==> src/rtl/nwrl_pkg.sv <==
// Shared types and constants for the NAT wildcard rule lookup block.
// Holds table sizing, item codes, the stored rule layout and the
// controller/datapath command and status groups. No dependencies.
package nwrl_pkg;

	localparam int unsigned RuleDepth = 64;
	localparam int unsigned IdxW      = $clog2(RuleDepth);
	localparam int unsigned CntW      = $clog2(RuleDepth + 1);

	typedef enum logic [1:0] {
		MODE_CLEAR  = 2'd0,
		MODE_INSERT = 2'd1,
		MODE_LOOKUP = 2'd2,
		MODE_RSVD   = 2'd3
	} mode_t;

	typedef enum logic [1:0] {
		KIND_EMPTY = 2'd0,
		KIND_EXACT = 2'd1,
		KIND_ADDR  = 2'd2,
		KIND_PORT  = 2'd3
	} kind_t;

	typedef enum logic [2:0] {
		ST_DONE     = 3'd0,
		ST_FULL     = 3'd1,
		ST_IGNORED  = 3'd2,
		ST_HIT_EXACT = 3'd3,
		ST_HIT_ADDR = 3'd4,
		ST_HIT_PORT = 3'd5,
		ST_NO_MATCH = 3'd6
	} status_t;

	typedef struct packed {
		kind_t       kind;
		logic [31:0] ip;
		logic [15:0] port;
		logic [31:0] out_ip;
		logic [15:0] out_port;
	} rule_entry_t;

	typedef struct packed {
		logic load;
		logic step;
		logic finish;
	} ctrl_cmd_t;

	typedef struct packed {
		logic scan_last;
		logic out_free;
	} dp_stat_t;

endpackage

==> src/rtl/nwrl_ctrl.sv <==
// Controller state machine for the rule lookup block.
// Sequences load, table scan, drain and finish; depends on nwrl_pkg.
module nwrl_ctrl (
	input  logic                 clk,
	input  logic                 arst_n,
	input  logic                 in_valid,
	output logic                 in_stall,
	input  nwrl_pkg::dp_stat_t   stat,
	output nwrl_pkg::ctrl_cmd_t  cmd
);

	typedef enum logic [3:0] {
		S_IDLE   = 4'b0001,
		S_SCAN   = 4'b0010,
		S_DRAIN  = 4'b0100,
		S_FINISH = 4'b1000
	} state_t;

	state_t state_q, state_d;

	always_ff @(posedge clk or negedge arst_n) begin
		if (!arst_n) begin
			state_q <= S_IDLE;
		end else begin
			state_q <= state_d;
		end
	end

	assign in_stall = (state_q != S_IDLE);

	always_comb begin
		state_d = state_q;
		cmd     = '0;
		unique case (state_q)
			S_IDLE: begin
				if (in_valid) begin
					cmd.load = 1'b1;
					state_d  = S_SCAN;
				end
			end
			S_SCAN: begin
				if (stat.scan_last) begin
					state_d = S_DRAIN;
				end else begin
					cmd.step = 1'b1;
				end
			end
			// let the last read's compare settle
			S_DRAIN: begin
				state_d = S_FINISH;
			end
			S_FINISH: begin
				if (stat.out_free) begin
					cmd.finish = 1'b1;
					state_d    = S_IDLE;
				end
			end
			default: begin
				state_d = S_IDLE;
			end
		endcase
	end

endmodule

==> config.mk <==
export PLATFORM = sky130hd
export DESIGN_NAME = nwrl_ctrl
export DESIGN_NICKNAME = d
export VERILOG_FILES = /design/src/rtl/nwrl_pkg.sv /design/src/rtl/nwrl_ctrl.sv
export SDC_FILE = /design/constraint.sdc
export NUM_CORES = 1
export LEC_CHECK = 0
export ABC_AREA = 1
export BUFFER_PORTS_ARGS = -buffer_cell sky130_fd_sc_hd__buf_2
export CORE_AREA = 4 4 41 43
export CTS_BUF_LIST = sky130_fd_sc_hd__clkbuf_16
export CTS_CLUSTER_SIZE = 25
export DETAILED_ROUTE_END_ITERATION = 6
export DIE_AREA = 0 0 45 47
export PLACE_DENSITY = 0.4
export SYNTH_ARGS = -nofsm -noshare
export SYNTH_HDL_FRONTEND = slang
export SYNTH_SLANG_ARGS = --single-unit
export TNS_END_PERCENT = 30
==> constraint.sdc <==
create_clock -name clk -period 2.15 [get_ports clk]
set_input_delay 0 -clock clk [delete_from_list [all_inputs] [get_ports clk]]
set_output_delay 0 -clock clk [all_outputs]
set_load 0.05 [all_outputs]
==> results of run 1 <==
-- cell usage after synthesis --
library cell	n	area, sq um
o21ai_2	1	8.76
inv_2	1	3.75
nor2_2	1	6.26
nor2_4	1	11.3
dfrtp_1	3	75.1
nand3_1	1	5.00
dfstp_2	1	26.3
nand2_1	5	18.8
nor2_1	6	22.5
inv_1	6	22.5
o21ai_1	1	5.00
nand4_1	1	6.26
nand3_2	4	40.0
-- worst reg2reg max path, cell delays in order, from the launching register on --
cell     delay, ns
dfstp_2       0.55
nor2_1        0.08
nand2_1       0.10
nand3_2       0.07
o21ai_1       0.13
-- final cells by class --
cell class / count / area share (%)
Clock buffer: 3 / 18.8
Clock inverter: 1 / 0.940
Inverter: 7 / 6.58
Multi-Input combinational cell: 21 / 31.0
Sequential cell: 4 / 25.4
Tap cell: 15 / 4.70
Timing Repair Buffer: 9 / 12.5
-- cell families after synthesis --
group / count (synthesis) / share of synthesized area, %
AO/OA/AOI/OAI: 2 / 5.47
AND/OR/NAND/NOR: 19 / 43.8
flip-flops: 4 / 40.3
buffers and inverters: 7 / 10.4
-- power by group through the flow --
stage / Clock, uW / Sequential (uW) / Combinational (uW)
floorplan: 0 / 134 / 225
global placement: 0 / 141 / 276
detailed placement: 0 / 140 / 274
CTS: 295 / 138 / 276
global route: 308 / 141 / 303
finish: 291 / 138 / 273
-- routing by layer --
metal	vias to the layer above	GRT usage, %	wire, um
li1	123	-	-
met1	104	6.36	226
met2	7	9.04	214
met3	0	5.75	45
met4	0	3.51	0
met5	-	0	0
-- metrics by stage --
step	cell area, sq um	power [uW]
final	399	702
after global routing	399	751
after CTS	399	710
after detailed placement	310	413
after global placement	310	417
after floorplan	251	359
-- repair_timing --
action / in CTS / in global routing
hold buffers: 1 / 0
setup endpoints to repair: 0 / 0
endpoints found under the hold margin: 4 / 0
-- worst max path at each step --
stage          startpoint  endpoint  slack [ns]  cells past startpoint
2_1_floorplan  state_q[2]    cmd[2]        0.52                      3
3_3_place_gp   state_q[2]    cmd[2]        1.08                      4
3_5_place_dp   state_q[2]    cmd[2]        1.08                      4
4_1_cts        state_q[2]    cmd[2]        0.83                      4
5_1_grt        state_q[2]    cmd[2]        0.74                      4
6_report       state_q[2]    cmd[2]        0.85                      4
==> summary.txt, run 1 <==
Setup path
  – Slowest CP cell: dfrtp_1
  – R2R Path Start: state_q[0]
  – CP bufs+invs: 1
  – Delay-heaviest family, CP: simple AND/OR/NAND/NOR gates
  – CP cell instances: nor2_4, nand3_2, nor2_1, buf_2
  – Startpoint Class: flip-flop
  – Reg2reg end: state_q[0]
  – Worst r2r path cells: 4
  – Crit path arrival time: 1.30 ns
  – Critical Path RT: 2.15 ns
  – Max stage delay on crit path: 0.41 ns
  – CP max FO: 4
  – Crit Path Class: flip-flop to output pin
  – Flop2flop setup slack: 1.14 ns
  – Worst setup EP type: output pin

Power and ir drop
  – Pwr dens: 1760 mW/mm^2
  – Int Power: 425 uW
  – Leakage power: 0.000229 uW
  – Part of the power in registers: 19.7%
  – Clock share of power: 41.4%
  – Sw Pwr: 277 uW
  – Worst VDD drop: 0.992 mV
  – Sw Share: 39.5%
  – Gate power share: 38.9%

Floorplanning
  – Row cnt: 13
  – Die W: 45 um
  – Chip height: 47 um
  – Core Region: 0.00130 sq mm
  – Total Die Area: 0.00212 sq mm
  – Ports: 9
  – Initial Utilization: 19.3%

STA
  – Setup tns final: 0 ns
  – Worst slew margin: 83.8%
  – RSZ-0062 raised after global routing: false
  – Final Critical Period: 1.30 ns
  – Hold WS: 0.0640 ns
  – Final period utilization: 60.7%
  – Hold Violations, Final: 0
  – Slew Limit Fails: 0
  – Worst setup margin: 0.845 ns
  – Setup violations, final: 0
  – Final Skew: 0.00430 ns
  – Worst-Margin Slew: 0.242 ns
  – Fmax: 0.766 GHz

Status
  – Run status: completed

Logic synthesis
  – Post-synth net total: 37
  – Yosys reg bits: 4
  – Syn Std Cell Area: 251 sq um
  – Mapped Cells: 32
  – Yosys warns: 0
  – Number of library cell types mapped by synthesis: 13
  – Avg Synthesized Cell Area: 7.86 sq um
  – Sequential area share after synthesis: 40.3%

Layout
  – Area growth syn-to-layout: 58.7%
  – Regs by FF count: state_q x4
  – Leading cell type in the layout, fill and taps excluded: buf_2
  – Final Util: 30.7%
  – Biggest register: state_q
  – Filler cells: 150
  – Number of diodes: 0
  – Most frequent cells in the layout: 8 x buf_2, 7 x inv_1, 6 x nor2_1, 5 x nand2_1, 4 x nand3_2
  – Multi-input gate area: 124 sq um
  – Net count reported at finish: 51
  – Final Instance Count excl. Fillers: 60
  – Layout cells sized above 1: 44.4%
  – Reg area: 101 sq um
  – Max reg flops: 4

Detailed routing
  – Via count of the routed design: 234
  – Wirelength, routed: 487 um
  – # DRC: 0
  – TritonRoute pass-1 iters: 4
  – Avg Vias per Cell: 3.90
  – Final antenna-violating net count: 0
  – Iteration-0 DRC Markers: 4
  – Post-DR wirelength/cell: 8.12 um

Clock network
  – Setup bufs post-CTS: 0
  – CTS tree: built
  – Post-CTS sizing: 0
  – CTS root buf: clkbuf_16
  – TritonCTS Buffers: 3
  – Worst-Skew Late Latency: 0.22 ns
  – Clk buf depth: 2
  – CTS sink cnt: 4
  – Clk slew on worst S/H paths: 0.03 ns
  – Htree depth: 1

Placement
  – Dpl ws: 1.08 ns
  – Placed Instances: 55
  – Dpl hpwl: 398 um
  – Gp weighted congestion: 0.729
  – Port bufs: 8

Flow run
  – Max_cap viols: 0

Global route
  – Tot GR Track Use: 6.40%
  – First-pass GRT wire length: 883 um
  – Antenna violations before repair: 0
  – Largest net degree at the start of global routing: 5
  – GR Overflow Total: 0
  – Vias in the first global route: 226

Worst hold path
  – Hold path depth: 3
  – Min-Delay Path Class: primary input to flip-flop
  – Hold Path End: state_q[1]
  – HP Start: in_valid
No activity file was read; power rests on OpenSTA's default activity.
==> run 2, diff against run 1 <==
clock period = 1.3 ns   (was 2.15 ns; I/O delays follow)
==> run 2 against run 1 <==
- register-to-register slack lost 0.84 ns
- power grew 74%
- hold slack gained 0.011 ns
- routed wire length grew 8.6%
- non-clock buffer count is the same
- combinational power grew 81%
- final area grew 5.3%
- first-iteration DRC count grew 75%
- critical path depth grew 1
- clock power grew 67%
- die area is the same
- largest power group is now combinational logic
==> summary.txt, run 2 (same netlist as run 1, synthesis figures left out) <==
Power and ir drop
  – Leakage power: 0.000229 uW (+0.20%)
  – Worst VDD drop: 1.09 mV (+10%)
  – Pwr dens: 2900 mW/mm^2 (+65%)

Clock network
  – TritonCTS Buffers: 3 (unchanged)
  – Setup bufs post-CTS: 0 (unchanged)
  – CTS tree: built
  – CTS sink cnt: 4 (unchanged)
  – Htree depth: 1 (unchanged)
  – Clk buf depth: 2 (unchanged)
  – CTS root buf: clkbuf_16
  – Clk slew on worst S/H paths: 0.03 ns (about the same)
  – Worst-Skew Late Latency: 0.23 ns (about the same)

Setup path
  – Critical Path RT: 1.30 ns (-0.85 ns)
  – Crit Path Class: flip-flop to output pin
  – Startpoint Class: flip-flop
  – Worst setup EP type: output pin
  – CP max FO: 4 (unchanged)
  – Crit path arrival time: 1.23 ns (-0.07 ns)

Global route
  – Antenna violations before repair: 0 (unchanged)
  – GR Layer Usage met3: 3.45% (-2.3 points)
  – Tot GR Track Use: 7.21% (+0.81 points)
  – GR Overflow Total: 0 (unchanged)
  – Largest net degree at the start of global routing: 5 (unchanged)
  – GRT busiest layer: met2
  – GRT met1 Usage: 6.42% (+0.058 points)
  – Vias in the first global route: 263 (+16%)
  – GR Util met2: 11.0% (+2.0 points)
  – First-pass GRT wire length: 979 um (+11%)

Floorplanning
  – Initial Utilization: 19.3% (unchanged)
  – Chip height: 47 um (unchanged)
  – Row cnt: 13 (unchanged)
  – Total Die Area: 0.00212 sq mm (unchanged)
  – Core Region: 0.00130 sq mm (unchanged)
  – Ports: 9 (unchanged)
  – Die W: 45 um (unchanged)

Detailed routing
  – TritonRoute pass-1 iters: 6 (+2)
  – Post-DR wirelength/cell: 8.82 um (+8.6%)
  – Final antenna-violating net count: 0 (unchanged)
  – # DRC: 0 (unchanged)
  – Iteration-0 DRC Markers: 7 (+3)
  – Avg Vias per Cell: 4.02 (+3.0%)
  – Via count of the routed design: 241 (+3.0%)
  – Wirelength, routed: 529 um (+8.6%)

Layout
  – Net count reported at finish: 51 (unchanged)
  – Area growth syn-to-layout: 67.2%
  – Number of diodes: 0 (unchanged)
  – Biggest register: state_q
  – Most frequent cells in the layout: 7 x inv_1, 5 x nand2_1, 5 x buf_2, 4 x nand3_2, 4 x nor2_1
  – Regs by FF count: state_q x4
  – Max reg flops: 4 (unchanged)
  – Layout cells sized above 1: 48.9% (+4.4 points)
  – Leading cell type in the layout, fill and taps excluded: inv_1

STA
  – Final Critical Period: 1.23 ns
  – Worst-Margin Slew: 0.251 ns (+0.00934 ns)
  – Hold WS: 0.0754 ns (+0.0114 ns)
  – Setup tns final: 0 ns (unchanged)
  – Final period utilization: 94.8%
  – Hold Violations, Final: 0 (unchanged)
  – Final Skew: 0.00556 ns (+0.00125 ns)
  – Slew Limit Fails: 0 (unchanged)
  – Worst slew margin: 83.4% (-0.45 points)
  – Fmax: 0.812 GHz
  – Setup violations, final: 0 (unchanged)
  – RSZ-0062 raised after global routing: false

Flow run
  – Max_cap viols: 0 (unchanged)

Worst hold path
  – Min-Delay Path Class: primary input to flip-flop

Placement
  – Dpl hpwl: 409 um (+2.6%)
  – Port bufs: 8 (unchanged)
  – Gp weighted congestion: 0.677 (-7.1%)

Status
  – Run status: completed
run 2: cell types whose count changed in the layout (fill, tap and decap cells not counted):
cell / before / now
buf_2: 8 / 5
buf_6: 0 / 1
clkbuf_4: 0 / 2
nor2_1: 6 / 4
nor2_2: 1 / 2
nor2_4: 1 / 2
run 2: worst max-delay path, stage by stage, from the launching register on:
cell	delay (ns)
dfrtp_1	0.36
inv_1	0.08
nor2_1	0.15
nand3_2	0.13
inv_1	0.07
clkbuf_4	0.22
run 2: area by class of cell:
cell class | instances | area, sq um
Clock inverter | 1 | 3.75
Multi-Input combinational cell | 21 | 134
Clock buffer | 3 | 75.1
Tap cell | 15 | 18.8
Timing Repair Buffer | 9 | 61.3
Inverter | 7 | 26.3
Fill cell | 151 | 881
Sequential cell | 4 | 101
run 2: where the power goes:
| part | switching, uW | internal (uW) | leakage, uW |
|---|---|---|---|
| sequential | 52.7 | 184 | 0.0000510 |
| clock | 90.1 | 397 | 0.0000423 |
| combinational | 345 | 150 | 0.000136 |
run 2: timing repair:
item	in CTS	in global routing
hold buffers	1	0
gates cloned	0	0
endpoints found under the setup margin	1	3
hold endpoints to repair	4	0
resized for setup	1	4
run 2: routing by layer:
metal	up-vias	part of all wire (%)
met3	0	5.7
met2	7	53
li1	124	-
met4	0	0
met1	110	41
met5	-	0
run 2: worst paths after layout:
path	from	to	slack (ns)	depth (start not counted)
setup / recovery	state_q[1]	cmd[1]	0.07	5
max in group asynchronous	arst_n	state_q[0]	0.98	2
setup reg to reg	state_q[0]	state_q[0]	0.30	4
min in group asynchronous	arst_n	state_q[2]	0.11	2
hold reg to reg	state_q[0]	state_q[0]	0.57	2
hold / removal	stat[0]	state_q[3]	0.08	4
run 2: through the flow:
stage                     util, %  worst slack (ns)  total power (uW)  std cells  area [sq um]
after floorplan                 -            0.0207               613         32           259
after global placement       24.4             0.224               715         55           318
after detailed placement     24.4             0.226               704         55           318
after CTS                    31.4            0.0293              1220         60           409
after global routing         32.3          0.000406              1300         60           420
final                        32.3            0.0681              1220         60           420
